<file path="src/design/fma_pkg.sv">
package fma_pkg;

  localparam logic [31:0] QNAN_BITS = 32'h7fc0_0000;
  localparam logic [31:0] INF_BITS  = 32'h7f80_0000;
  localparam logic [31:0] MAX_BITS  = 32'h7f7f_ffff;
  localparam logic [31:0] SIGN_BIT  = 32'h8000_0000;
  localparam logic [23:0] HIDDEN    = 24'h80_0000;
  localparam int unsigned LATENCY   = 6;

  typedef logic [1:0] rmode_t;
  localparam rmode_t RM_NEAREST = 2'd0;
  localparam rmode_t RM_UP      = 2'd1;
  localparam rmode_t RM_DOWN    = 2'd2;
  localparam rmode_t RM_ZERO    = 2'd3;

  typedef logic signed [11:0] exp_t;

  typedef struct packed {
    logic        valid;
    logic        spec;
    logic [31:0] spec_res;
    rmode_t      mode;
    logic        sp;
    logic        sc;
    logic        zc;
    logic [47:0] prod;
    exp_t        eab;
    logic [23:0] mc;
    exp_t        ec;
  } unp_t;

  typedef struct packed {
    logic        valid;
    logic        spec;
    logic [31:0] spec_res;
    rmode_t      mode;
    logic        sp;
    logic        sc;
    logic        zc;
    logic [47:0] prod;
    exp_t        eab;
    logic [23:0] mc;
    exp_t        ec;
    logic [6:0]  clzp;
    logic [6:0]  clzc;
  } lzc_t;

  typedef struct packed {
    logic        valid;
    logic        spec;
    logic [31:0] spec_res;
    rmode_t      mode;
    logic        sign;
    logic        sub;
    logic [63:0] big;
    logic [63:0] small_v;
    exp_t        ebig;
    logic [6:0]  d;
  } swap_t;

  typedef struct packed {
    logic        valid;
    logic        spec;
    logic [31:0] spec_res;
    rmode_t      mode;
    logic        sign;
    exp_t        ebig;
    logic [63:0] r;
    logic        lost;
  } sum_t;

  function automatic logic [6:0] lead_zeros64(input logic [63:0] v);
    logic [6:0] n;
    n = 7'd64;
    for (int i = 0; i < 64; i++) begin
      if (v[i]) begin
        n = 7'(63 - i);
      end
    end
    return n;
  endfunction

  function automatic exp_t exp_of(input logic [7:0] x);
    exp_t e;
    e = (x == 8'd0) ? 12'sd1 : exp_t'({4'b0, x});
    return e - 12'sd150;
  endfunction

endpackage

</file>
<file path="src/design/fma_unpack.sv">
module fma_unpack (
  input  logic                clk,
  input  logic                rst_n,
  input  logic                accept,
  input  fma_pkg::rmode_t     mode,
  input  logic [31:0]         a,
  input  logic [31:0]         b,
  input  logic [31:0]         c,
  output fma_pkg::unp_t       stage_r
);

  fma_pkg::unp_t stage_nxt;
  logic [7:0]  xa, xb, xc;
  logic [22:0] fa, fb, fc;
  logic        za, zb, zc, sp;
  logic [23:0] ma, mb;

  always_comb begin
    xa = a[30:23];
    xb = b[30:23];
    xc = c[30:23];
    fa = a[22:0];
    fb = b[22:0];
    fc = c[22:0];
    za = (xa == 8'd0) && (fa == 23'd0);
    zb = (xb == 8'd0) && (fb == 23'd0);
    zc = (xc == 8'd0) && (fc == 23'd0);
    sp = a[31] ^ b[31];
    ma = {xa != 8'd0, fa};
    mb = {xb != 8'd0, fb};

    stage_nxt.valid    = accept;
    stage_nxt.spec     = 1'b1;
    stage_nxt.spec_res = fma_pkg::QNAN_BITS;
    if ((xa == 8'hff && fa != 23'd0) || (xb == 8'hff && fb != 23'd0) ||
        (xc == 8'hff && fc != 23'd0)) begin
      stage_nxt.spec_res = fma_pkg::QNAN_BITS;
    end else if (xa == 8'hff || xb == 8'hff) begin
      if (za || zb || (xc == 8'hff && c[31] != sp)) begin
        stage_nxt.spec_res = fma_pkg::QNAN_BITS;
      end else begin
        stage_nxt.spec_res = fma_pkg::INF_BITS | {sp, 31'd0};
      end
    end else if (xc == 8'hff) begin
      stage_nxt.spec_res = c;
    end else if (za || zb) begin
      if (!zc) begin
        stage_nxt.spec_res = c;
      end else if (sp == c[31]) begin
        stage_nxt.spec_res = {sp, 31'd0};
      end else begin
        stage_nxt.spec_res = (mode == fma_pkg::RM_DOWN) ? fma_pkg::SIGN_BIT : 32'd0;
      end
    end else begin
      stage_nxt.spec = 1'b0;
    end
    stage_nxt.mode = mode;
    stage_nxt.sp   = sp;
    stage_nxt.sc   = c[31];
    stage_nxt.zc   = zc;
    stage_nxt.prod = ma * mb;
    stage_nxt.eab  = fma_pkg::exp_of(xa) + fma_pkg::exp_of(xb);
    stage_nxt.mc   = {xc != 8'd0, fc};
    stage_nxt.ec   = fma_pkg::exp_of(xc);
  end

  always_ff @(posedge clk) begin
    if (!rst_n) begin
      stage_r.valid <= 1'b0;
    end else begin
      stage_r.valid <= stage_nxt.valid;
    end
  end

  always_ff @(posedge clk) begin
    stage_r.spec     <= stage_nxt.spec;
    stage_r.spec_res <= stage_nxt.spec_res;
    stage_r.mode     <= stage_nxt.mode;
    stage_r.sp       <= stage_nxt.sp;
    stage_r.sc       <= stage_nxt.sc;
    stage_r.zc       <= stage_nxt.zc;
    stage_r.prod     <= stage_nxt.prod;
    stage_r.eab      <= stage_nxt.eab;
    stage_r.mc       <= stage_nxt.mc;
    stage_r.ec       <= stage_nxt.ec;
  end

endmodule

</file>
<file path="src/design/fma_align.sv">
module fma_align (
  input  logic          clk,
  input  logic          rst_n,
  input  fma_pkg::unp_t in_stage,
  output fma_pkg::sum_t stage_r
);

  fma_pkg::lzc_t  lz_r, lz_nxt;
  fma_pkg::swap_t sw_r, sw_nxt;
  fma_pkg::sum_t  stage_nxt;

  logic [63:0]   mp, mcn, st, mask;
  fma_pkg::exp_t ep, ec, diff;
  logic          p_big;

  always_comb begin
    lz_nxt      = '0;
    lz_nxt.valid    = in_stage.valid;
    lz_nxt.spec     = in_stage.spec;
    lz_nxt.spec_res = in_stage.spec_res;
    lz_nxt.mode     = in_stage.mode;
    lz_nxt.sp       = in_stage.sp;
    lz_nxt.sc       = in_stage.sc;
    lz_nxt.zc       = in_stage.zc;
    lz_nxt.prod     = in_stage.prod;
    lz_nxt.eab      = in_stage.eab;
    lz_nxt.mc       = in_stage.mc;
    lz_nxt.ec       = in_stage.ec;
    lz_nxt.clzp     = fma_pkg::lead_zeros64({16'd0, in_stage.prod});
    lz_nxt.clzc     = fma_pkg::lead_zeros64({40'd0, in_stage.mc});
  end

  always_comb begin
    mp  = {16'd0, lz_r.prod} << 7'(lz_r.clzp - 7'd1);
    mcn = {40'd0, lz_r.mc} << 7'(lz_r.clzc - 7'd1);
    ep  = lz_r.eab - fma_pkg::exp_t'({5'd0, lz_r.clzp}) + 12'sd1;
    ec  = lz_r.ec - fma_pkg::exp_t'({5'd0, lz_r.clzc}) + 12'sd1;
    p_big = (ep > ec) || ((ep == ec) && (mp > mcn));

    sw_nxt.valid    = lz_r.valid;
    sw_nxt.spec     = lz_r.spec;
    sw_nxt.spec_res = lz_r.spec_res;
    sw_nxt.mode     = lz_r.mode;
    diff = 12'sd0;
    if (lz_r.zc) begin
      sw_nxt.big     = mp;
      sw_nxt.small_v = 64'd0;
      sw_nxt.ebig    = ep;
      sw_nxt.sign    = lz_r.sp;
      sw_nxt.sub     = 1'b0;
    end else if (p_big) begin
      sw_nxt.big     = mp;
      sw_nxt.small_v = mcn;
      sw_nxt.ebig    = ep;
      sw_nxt.sign    = lz_r.sp;
      sw_nxt.sub     = lz_r.sp != lz_r.sc;
      diff           = ep - ec;
    end else begin
      sw_nxt.big     = mcn;
      sw_nxt.small_v = mp;
      sw_nxt.ebig    = ec;
      sw_nxt.sign    = lz_r.sc;
      sw_nxt.sub     = lz_r.sp != lz_r.sc;
      diff           = ec - ep;
    end
    sw_nxt.d = (diff >= 12'sd64) ? 7'd64 : diff[6:0];
  end

  always_comb begin
    mask = (64'd1 << sw_r.d[5:0]) - 64'd1;
    stage_nxt.valid    = sw_r.valid;
    stage_nxt.mode     = sw_r.mode;
    stage_nxt.sign     = sw_r.sign;
    stage_nxt.ebig     = sw_r.ebig;
    if (sw_r.d[6]) begin
      st             = 64'd0;
      stage_nxt.lost = 1'b1;
    end else begin
      st             = sw_r.small_v >> sw_r.d[5:0];
      stage_nxt.lost = (sw_r.small_v & mask) != 64'd0;
    end
    if (sw_r.sub) begin
      stage_nxt.r = sw_r.big - st - {63'd0, stage_nxt.lost};
    end else begin
      stage_nxt.r = sw_r.big + st;
    end
    stage_nxt.spec     = sw_r.spec;
    stage_nxt.spec_res = sw_r.spec_res;
    if (!sw_r.spec && sw_r.sub && stage_nxt.r == 64'd0) begin
      stage_nxt.spec     = 1'b1;
      stage_nxt.spec_res = (sw_r.mode == fma_pkg::RM_DOWN) ? fma_pkg::SIGN_BIT : 32'd0;
    end
  end

  always_ff @(posedge clk) begin
    if (!rst_n) begin
      lz_r.valid    <= 1'b0;
      sw_r.valid    <= 1'b0;
      stage_r.valid <= 1'b0;
    end else begin
      lz_r.valid    <= lz_nxt.valid;
      sw_r.valid    <= sw_nxt.valid;
      stage_r.valid <= stage_nxt.valid;
    end
  end

  always_ff @(posedge clk) begin
    lz_r.spec     <= lz_nxt.spec;
    lz_r.spec_res <= lz_nxt.spec_res;
    lz_r.mode     <= lz_nxt.mode;
    lz_r.sp       <= lz_nxt.sp;
    lz_r.sc       <= lz_nxt.sc;
    lz_r.zc       <= lz_nxt.zc;
    lz_r.prod     <= lz_nxt.prod;
    lz_r.eab      <= lz_nxt.eab;
    lz_r.mc       <= lz_nxt.mc;
    lz_r.ec       <= lz_nxt.ec;
    lz_r.clzp     <= lz_nxt.clzp;
    lz_r.clzc     <= lz_nxt.clzc;
    sw_r.spec     <= sw_nxt.spec;
    sw_r.spec_res <= sw_nxt.spec_res;
    sw_r.mode     <= sw_nxt.mode;
    sw_r.sign     <= sw_nxt.sign;
    sw_r.sub      <= sw_nxt.sub;
    sw_r.big      <= sw_nxt.big;
    sw_r.small_v  <= sw_nxt.small_v;
    sw_r.ebig     <= sw_nxt.ebig;
    sw_r.d        <= sw_nxt.d;
    stage_r.spec     <= stage_nxt.spec;
    stage_r.spec_res <= stage_nxt.spec_res;
    stage_r.mode     <= stage_nxt.mode;
    stage_r.sign     <= stage_nxt.sign;
    stage_r.ebig     <= stage_nxt.ebig;
    stage_r.r        <= stage_nxt.r;
    stage_r.lost     <= stage_nxt.lost;
  end

endmodule

</file>
<file path="src/design/fma_round.sv">
module fma_round (
  input  logic          clk,
  input  logic          rst_n,
  input  fma_pkg::sum_t in_stage,
  output logic          valid_r,
  output logic [31:0]   result_r
);

  logic            v5_r, spec5_r, sign5_r, lost5_r;
  logic [31:0]     sres5_r;
  fma_pkg::rmode_t mode5_r;
  logic [63:0]     r5_r;
  fma_pkg::exp_t   q5_r, s5_r, q_nxt, s_nxt, e, p, ns, qf;
  logic [31:0]     mant, result_nxt;
  logic            g, lost, inc;
  logic [5:0]      sh, shm;

  always_comb begin
    p     = fma_pkg::exp_t'({5'd0, 7'(7'd63 - fma_pkg::lead_zeros64(in_stage.r))});
    e     = in_stage.ebig + p;
    q_nxt = (e >= -12'sd126) ? e - 12'sd23 : -12'sd149;
    s_nxt = q_nxt - in_stage.ebig;
  end

  always_comb begin
    ns   = -s5_r;
    sh   = s5_r[5:0];
    shm  = 6'(sh - 6'd1);
    lost = lost5_r;
    g    = 1'b0;
    mant = 32'd0;
    if (s5_r <= 12'sd0) begin
      mant = (ns >= 12'sd32) ? 32'd0 : 32'(r5_r << ns[4:0]);
    end else if (s5_r <= 12'sd63) begin
      mant = 32'(r5_r >> sh);
      g    = r5_r[shm];
      lost = lost5_r || ((r5_r & ((64'd1 << shm) - 64'd1)) != 64'd0);
    end else if (s5_r == 12'sd64) begin
      g    = r5_r[63];
      lost = lost5_r || (r5_r[62:0] != 63'd0);
    end else begin
      lost = 1'b1;
    end
    case (mode5_r)
      fma_pkg::RM_NEAREST: inc = g && (lost || mant[0]);
      fma_pkg::RM_UP:      inc = (g || lost) && !sign5_r;
      fma_pkg::RM_DOWN:    inc = (g || lost) && sign5_r;
      default:             inc = 1'b0;
    endcase
    mant = mant + {31'd0, inc};
    qf   = q5_r;
    if (mant[24]) begin
      mant = mant >> 1;
      qf   = q5_r + 12'sd1;
    end
    if (spec5_r) begin
      result_nxt = sres5_r;
    end else if (mant[23] && qf >= 12'sd105) begin
      case (mode5_r)
        fma_pkg::RM_NEAREST: result_nxt = fma_pkg::INF_BITS | {sign5_r, 31'd0};
        fma_pkg::RM_UP:      result_nxt = sign5_r ? (fma_pkg::MAX_BITS | fma_pkg::SIGN_BIT)
                                                  : fma_pkg::INF_BITS;
        fma_pkg::RM_DOWN:    result_nxt = sign5_r ? (fma_pkg::INF_BITS | fma_pkg::SIGN_BIT)
                                                  : fma_pkg::MAX_BITS;
        default:             result_nxt = fma_pkg::MAX_BITS | {sign5_r, 31'd0};
      endcase
    end else if (!mant[23]) begin
      result_nxt = mant | {sign5_r, 31'd0};
    end else begin
      result_nxt = ({20'(qf + 12'sd149), 12'd0} << 11) + mant + {sign5_r, 31'd0};
    end
  end

  always_ff @(posedge clk) begin
    if (!rst_n) begin
      v5_r    <= 1'b0;
      valid_r <= 1'b0;
    end else begin
      v5_r    <= in_stage.valid;
      valid_r <= v5_r;
    end
  end

  always_ff @(posedge clk) begin
    spec5_r  <= in_stage.spec;
    sres5_r  <= in_stage.spec_res;
    mode5_r  <= in_stage.mode;
    sign5_r  <= in_stage.sign;
    lost5_r  <= in_stage.lost;
    r5_r     <= in_stage.r;
    q5_r     <= q_nxt;
    s5_r     <= s_nxt;
    result_r <= result_nxt;
  end

endmodule

</file>
<file path="src/design/fused_multiply_add_f32.sv">
// Channel  | Handshake             | Payload
// input    | start, busy           | in_multiplicand_bits, in_multiplier_bits, in_addend_bits
// result   | out_valid (strobe)    | out_result_bits
// config   | psel, penable, pwrite | paddr, pwdata, prdata, pready
//
// An item is taken in every cycle; its result leaves the last of the register stages below
// together with the result strobe out_valid.
// The six register stages are unpack and multiply, leading-zero count, swap, align and add,
// normalise, and round; the 24 by 24 multiplier sets the first stage.
// Reset is synchronous and clears the valid bits and the rounding mode.
// The receiver cannot stall, so busy stays low and nothing is held back.
module fused_multiply_add_f32 (
  input  logic        clk,
  input  logic        rst_n,
  input  logic        start,
  output logic        busy,
  input  logic [31:0] in_multiplicand_bits,
  input  logic [31:0] in_multiplier_bits,
  input  logic [31:0] in_addend_bits,
  output logic        out_valid,
  output logic [31:0] out_result_bits,
  input  logic        psel,
  input  logic        penable,
  input  logic        pwrite,
  input  logic [2:0]  paddr,
  input  logic [31:0] pwdata,
  output logic [31:0] prdata,
  output logic        pready
);

  fma_pkg::rmode_t mode_r;
  fma_pkg::unp_t   unp;
  fma_pkg::sum_t   sum;

  assign busy   = 1'b0;
  assign pready = 1'b1;
  assign prdata = (paddr[2] == 1'b0) ? {30'd0, mode_r} : 32'd0;

  always_ff @(posedge clk) begin
    if (!rst_n) begin
      mode_r <= fma_pkg::RM_NEAREST;
    end else if (psel && penable && pwrite && paddr[2] == 1'b0) begin
      mode_r <= pwdata[1:0];
    end
  end

  fma_unpack u_unpack (
    .clk     (clk),
    .rst_n   (rst_n),
    .accept  (start && !busy),
    .mode    (mode_r),
    .a       (in_multiplicand_bits),
    .b       (in_multiplier_bits),
    .c       (in_addend_bits),
    .stage_r (unp)
  );

  fma_align u_align (
    .clk      (clk),
    .rst_n    (rst_n),
    .in_stage (unp),
    .stage_r  (sum)
  );

  fma_round u_round (
    .clk      (clk),
    .rst_n    (rst_n),
    .in_stage (sum),
    .valid_r  (out_valid),
    .result_r (out_result_bits)
  );

  a_out_has_source: assert property (@(posedge clk) disable iff (!rst_n)
    out_valid |-> $past(start && !busy, fma_pkg::LATENCY))
    else $error("result strobe without a matching input transfer");

  a_nan_addend: assert property (@(posedge clk) disable iff (!rst_n)
    (start && !busy && in_addend_bits[30:23] == 8'hff && in_addend_bits[22:0] != 23'd0)
      |-> ##6 (out_valid && out_result_bits == fma_pkg::QNAN_BITS))
    else $error("NaN addend did not give the canonical quiet NaN");

  a_nan_canonical: assert property (@(posedge clk) disable iff (!rst_n)
    (out_valid && out_result_bits[30:23] == 8'hff && out_result_bits[22:0] != 23'd0)
      |-> out_result_bits == fma_pkg::QNAN_BITS)
    else $error("non-canonical NaN on the result");

endmodule
</file>
<file path="config.mk">
export PLATFORM = sky130hd
export DESIGN_NAME = fused_multiply_add_f32
export DESIGN_NICKNAME = d
export VERILOG_FILES = /design/src/design/fma_pkg.sv /design/src/design/fma_unpack.sv /design/src/design/fma_align.sv /design/src/design/fma_round.sv /design/src/design/fused_multiply_add_f32.sv
export SDC_FILE = /design/constraint.sdc
export NUM_CORES = 2
export LEC_CHECK = 0
export ABC_AREA = 1
export BUFFER_PORTS_ARGS = -buffer_cell sky130_fd_sc_hd__buf_4
export CELL_PAD_IN_SITES_DETAIL_PLACEMENT = 1
export CELL_PAD_IN_SITES_GLOBAL_PLACEMENT = 1
export CORE_MARGIN = 5
export CORE_UTILIZATION = 42
export DETAILED_ROUTE_END_ITERATION = 12
export MAX_ROUTING_LAYER = met4
export PLACE_DENSITY = 0.75
export SLEW_MARGIN = 20
export SYNTH_ARGS = -nofsm -noshare
export SYNTH_HDL_FRONTEND = slang
export SYNTH_HIERARCHICAL = 1
export SYNTH_SLANG_ARGS = --single-unit
export TNS_END_PERCENT = 100
</file>
<file path="constraint.sdc">
create_clock -name clk -period 9.2 [get_ports clk]
set_input_delay 0.92 -clock clk [delete_from_list [all_inputs] [get_ports clk]]
set_output_delay 0.92 -clock clk [all_outputs]
set_load 0.02 [all_outputs]
</file>
==> metrics.md <==
| Metric | Value |
|---|---|
| Worst min-delay path class | `flop to flop` |
| First-pass GRT wire length | `510000 µm` |
| Crit Path Class | `flop to flop` |
| Initial antenna violation count | `18` |
| Critical path startpoint | `u_round/s5_r[1]` |
| Setup TNS | `-0.193 ns` |
| Fillcell total | `24000` |
| Mapped Cells | `11700` |
| Synthesized area per cell | `6.59 µm²` |
| Top_reg_cell synth | `dfxtp_1` |
| CP delay by family, top | `simple AND/OR/NAND/NOR gates` |
| WP data required | `9.82 ns` |
| Slew @ Worst Pin | `1.36 ns` |
| CTS Buf Count | `82` |
| Final Hold Viols | `0` |
| Largest net degree at the start of global routing | `97` |
| CP max stage delay | `0.37 ns` |
| First-pass DRT Iterations | `5` |
| Crit-path max FO | `6` |
| CP arrival | `9.92 ns` |
| Final net count | `13300` |
| Crit path to | `u_round/result_r[29]` |
| Detailed Place HPWL | `282000 µm` |
| CTS tree | `built` |
| Row count | `157` |
| Post-synth EDFFs | `0` |
| RSZ-0062 raised after global routing | `true` |
| Register-to-Register Path Depth | `72` |
| Ratio of cells with drive above 1 in the final layout | `12.6%` |
| Reg2Reg Launch Point | `u_round/s5_r[1]` |
| Mapped cell area | `77300 µm²` |
| Die area | `193000 µm²` |
| PnR worst setup slack | `-0.0982 ns` |
| CP startpoint kind | `flop` |
| Sequential-to-total area share from yosys stat | `19.1%` |
| Fmax | `108 MHz` |
| CP max-delay cell | `dfxtp_4` |
| FFs w/ async S/R, synth | `0%` |
| Setup slack, reg-to-reg | `-0.1 ns` |
| Failing checks | `setup timing` |
| IO Port Bufs | `139` |
| #FFs+latches synth | `739` |
| Levels on crit path | `72` |
| Worst-case clock buffer depth | `3` |
| Total GRT Usage | `35.4%` |
| Residual DRC count | `0` |
| Per-cell routed wire length | `23.5 µm` |
| Most common cell after layout, fill and taps aside | `nand2_1` |
| Synth Warn # | `6` |
| Worst Path Buf+Inv | `19` |
| Slew headroom | `8.07%` |
| CTS Sinks | `739` |
| Register Area | `14800 µm²` |
| Starting Density | `42.2%` |
| Final Max Slew Viols | `0` |
| DR vias/cell | `5.47` |
| Most frequent cells in the layout | `nand2_1, inv_1, nor2_1` |
| Via count | `80300` |
| Synth cell types | `95` |
| Total core area | `183000 µm²` |
| Antenna Nets Post-Route | `0` |
| GPL Wtd Cong | `1.02` |
| Clock skew after layout | `0.0917 ns` |
| CTS H-tree lvls | `3` |
| Worst R2R End | `u_round/result_r[29]` |
| Final period util | `101%` |
| Number of global-route vias before repair | `84600` |
| Min cycle time layout | `9.30 ns` |
| Grt ovf | `0` |
| WL final | `345000 µm` |
| I/O pins | `204` |
| Area added between synthesis and finish | `14.9%` |
| Die width | `439 µm` |
| Final setup violation count | `3` |
| Status | `complete, but fails checks` |
| Multi-input gate area | `53500 µm²` |
| Clock root cell | `clkbuf_16` |
| Worst-path clk slew | `0.07 ns` |
| Clock Latency Late Sink | `0.74 ns` |
| Initial DRC count | `5345` |
| CP endpoint kind | `flop` |
| Die extent in y | `439 µm` |
| Max-capacitance violation count | `0` |
| Post-CTS Hold Fix Bufs | `0` |
-- state kept, by name, indices dropped and copies added, names as in the netlist --
name / cells
u_align/sw_r: 169
u_align/lz_r: 149
u_unpack/stage_r: 130
u_align/stage_r: 114
u_round/r5_r: 64
u_round/result_r: 32
u_round/sres5_r: 32
u_align/stage_nxt: 16
u_round/q5_r: 12
u_round/s5_r: 12
mode_r: 2
u_round/mode5_r: 2
u_round/lost5_r: 1
u_round/sign5_r: 1
u_round/spec5_r: 1
u_round/v5_r: 1
u_round/valid_r: 1
-- stage by stage --
step                      std cells  util, %  area [µm²]  hold slack [ns]  setup WS [ns]
after detailed placement      14400     45.7       83600            0.313         -0.530
after global routing          14700     48.5       88900            0.302         -0.555
final                         14700     48.5       88900            0.303        -0.0982
after global placement        14400     45.7       83600            0.310         -0.342
after floorplan               11800        -       77400            0.310          0.106
after CTS                     14600     47.6       87200            0.302         -0.176
-- worst min path at each step --
stage                                from           endpoint  cells past startpoint
detailed placement  u_unpack/stage_r[115]  u_align/lz_r[129]                      0
global route        u_unpack/stage_r[104]  u_align/lz_r[118]                      0
global placement     u_align/stage_r[112]    u_round/spec5_r                      0
finish              u_unpack/stage_r[106]  u_align/lz_r[120]                      0
floorplan            u_unpack/stage_r[96]  u_align/lz_r[110]                      0
CTS                 u_unpack/stage_r[106]  u_align/lz_r[120]                      0
-- logic make-up (layout without fill, tap and decap cells) --
logic type / count (synthesis) / after routing / share of synthesized area, %
fa+ha+maj: 1039 / 1039 / 21.6
xor+xnor: 189 / 190 / 2.17
other cells: 2 / 37 / 0.00971
compound gates: 2145 / 2145 / 15.4
flops: 739 / 739 / 19.1
simple gates: 4773 / 4773 / 25.8
mux: 164 / 164 / 2.12
buf+inv: 2688 / 3132 / 13.7
-- cell usage after synthesis (all sizes together) (3+ instances only) --
library cell | number | area, µm²
a2111oi | 6 | 52.6
a211oi | 12 | 90.1
a21boi | 22 | 184
a21o | 14 | 113
a21oi | 634 | 3240
a221oi | 10 | 93.8
a22o | 3 | 26.3
a22oi | 6 | 45.0
a311oi | 7 | 61.3
a31oi | 78 | 488
a32o | 4 | 40.0
a32oi | 4 | 35.0
buf | 209 | 1290
clkbuf | 308 | 1160
clkinv | 15 | 57.6
dfxtp | 739 | 14800
fa | 493 | 9870
ha | 546 | 6830
inv | 2156 | 8100
mux2i | 163 | 1630
nand2 | 2744 | 10500
nand3 | 424 | 2200
nand3b | 10 | 75.1
nand4 | 90 | 614
nor2 | 1247 | 5110
nor3 | 147 | 782
nor3b | 6 | 45.0
nor4 | 50 | 325
o2111ai | 16 | 140
o211ai | 46 | 350
o21a | 32 | 240
o21ai | 1109 | 5600
o21bai | 31 | 248
o221ai | 15 | 131
o22ai | 43 | 269
o2bb2ai | 4 | 35.0
o311ai | 10 | 87.6
o31ai | 16 | 120
o32ai | 10 | 118
or2 | 49 | 307
xnor2 | 43 | 377
xor2 | 146 | 1300
-- cell type report --
class                      instances  share of cell area, %
multi-input combinational       8343                   60.2
sequential                       739                   16.7
inverter                        2171                   9.21
timing repair buffer             812                   7.15
tap                             2464                   3.47
clock buffer                     109                   2.57
clock inverter                    40                  0.653
antenna                            5                 0.0141
-- routing by layer --
layer  share of wire (%)  track usage [%]  wire length [µm]  up-vias
li1                    -                -                 -    37600
met1                  40             41.0            139000    39500
met2                  49             60.9            169000     2277
met3                 4.7             3.86             16400      873
met4                 6.0             17.8             20800        0
met5                   0                -                 0        -
-- worst reg2reg max path, delay by kind of cell (launching register included) --
family | cells | cell delay (ns)
muxes | 1 | 0.12
and+or+nand+nor | 35 | 4.13
buffers and inverters | 19 | 1.78
xor gates and xnor gates | 3 | 0.39
AOI/OAI and AO/OA | 9 | 1.29
DFF | 1 | 0.37
adders and majority gates | 5 | 1.11
-- what timing repair did --
action,in CTS,in global routing
gates cloned,0,5
pin swaps,66,147
buffers inserted,43,60
resized for setup,94,330
endpoints found under the setup margin,40,70
hold endpoints to repair,0,0
Power is left out: the tool's default activity adds up to more than one toggle a clock period on the data nets, which glitch-free logic cannot reach.
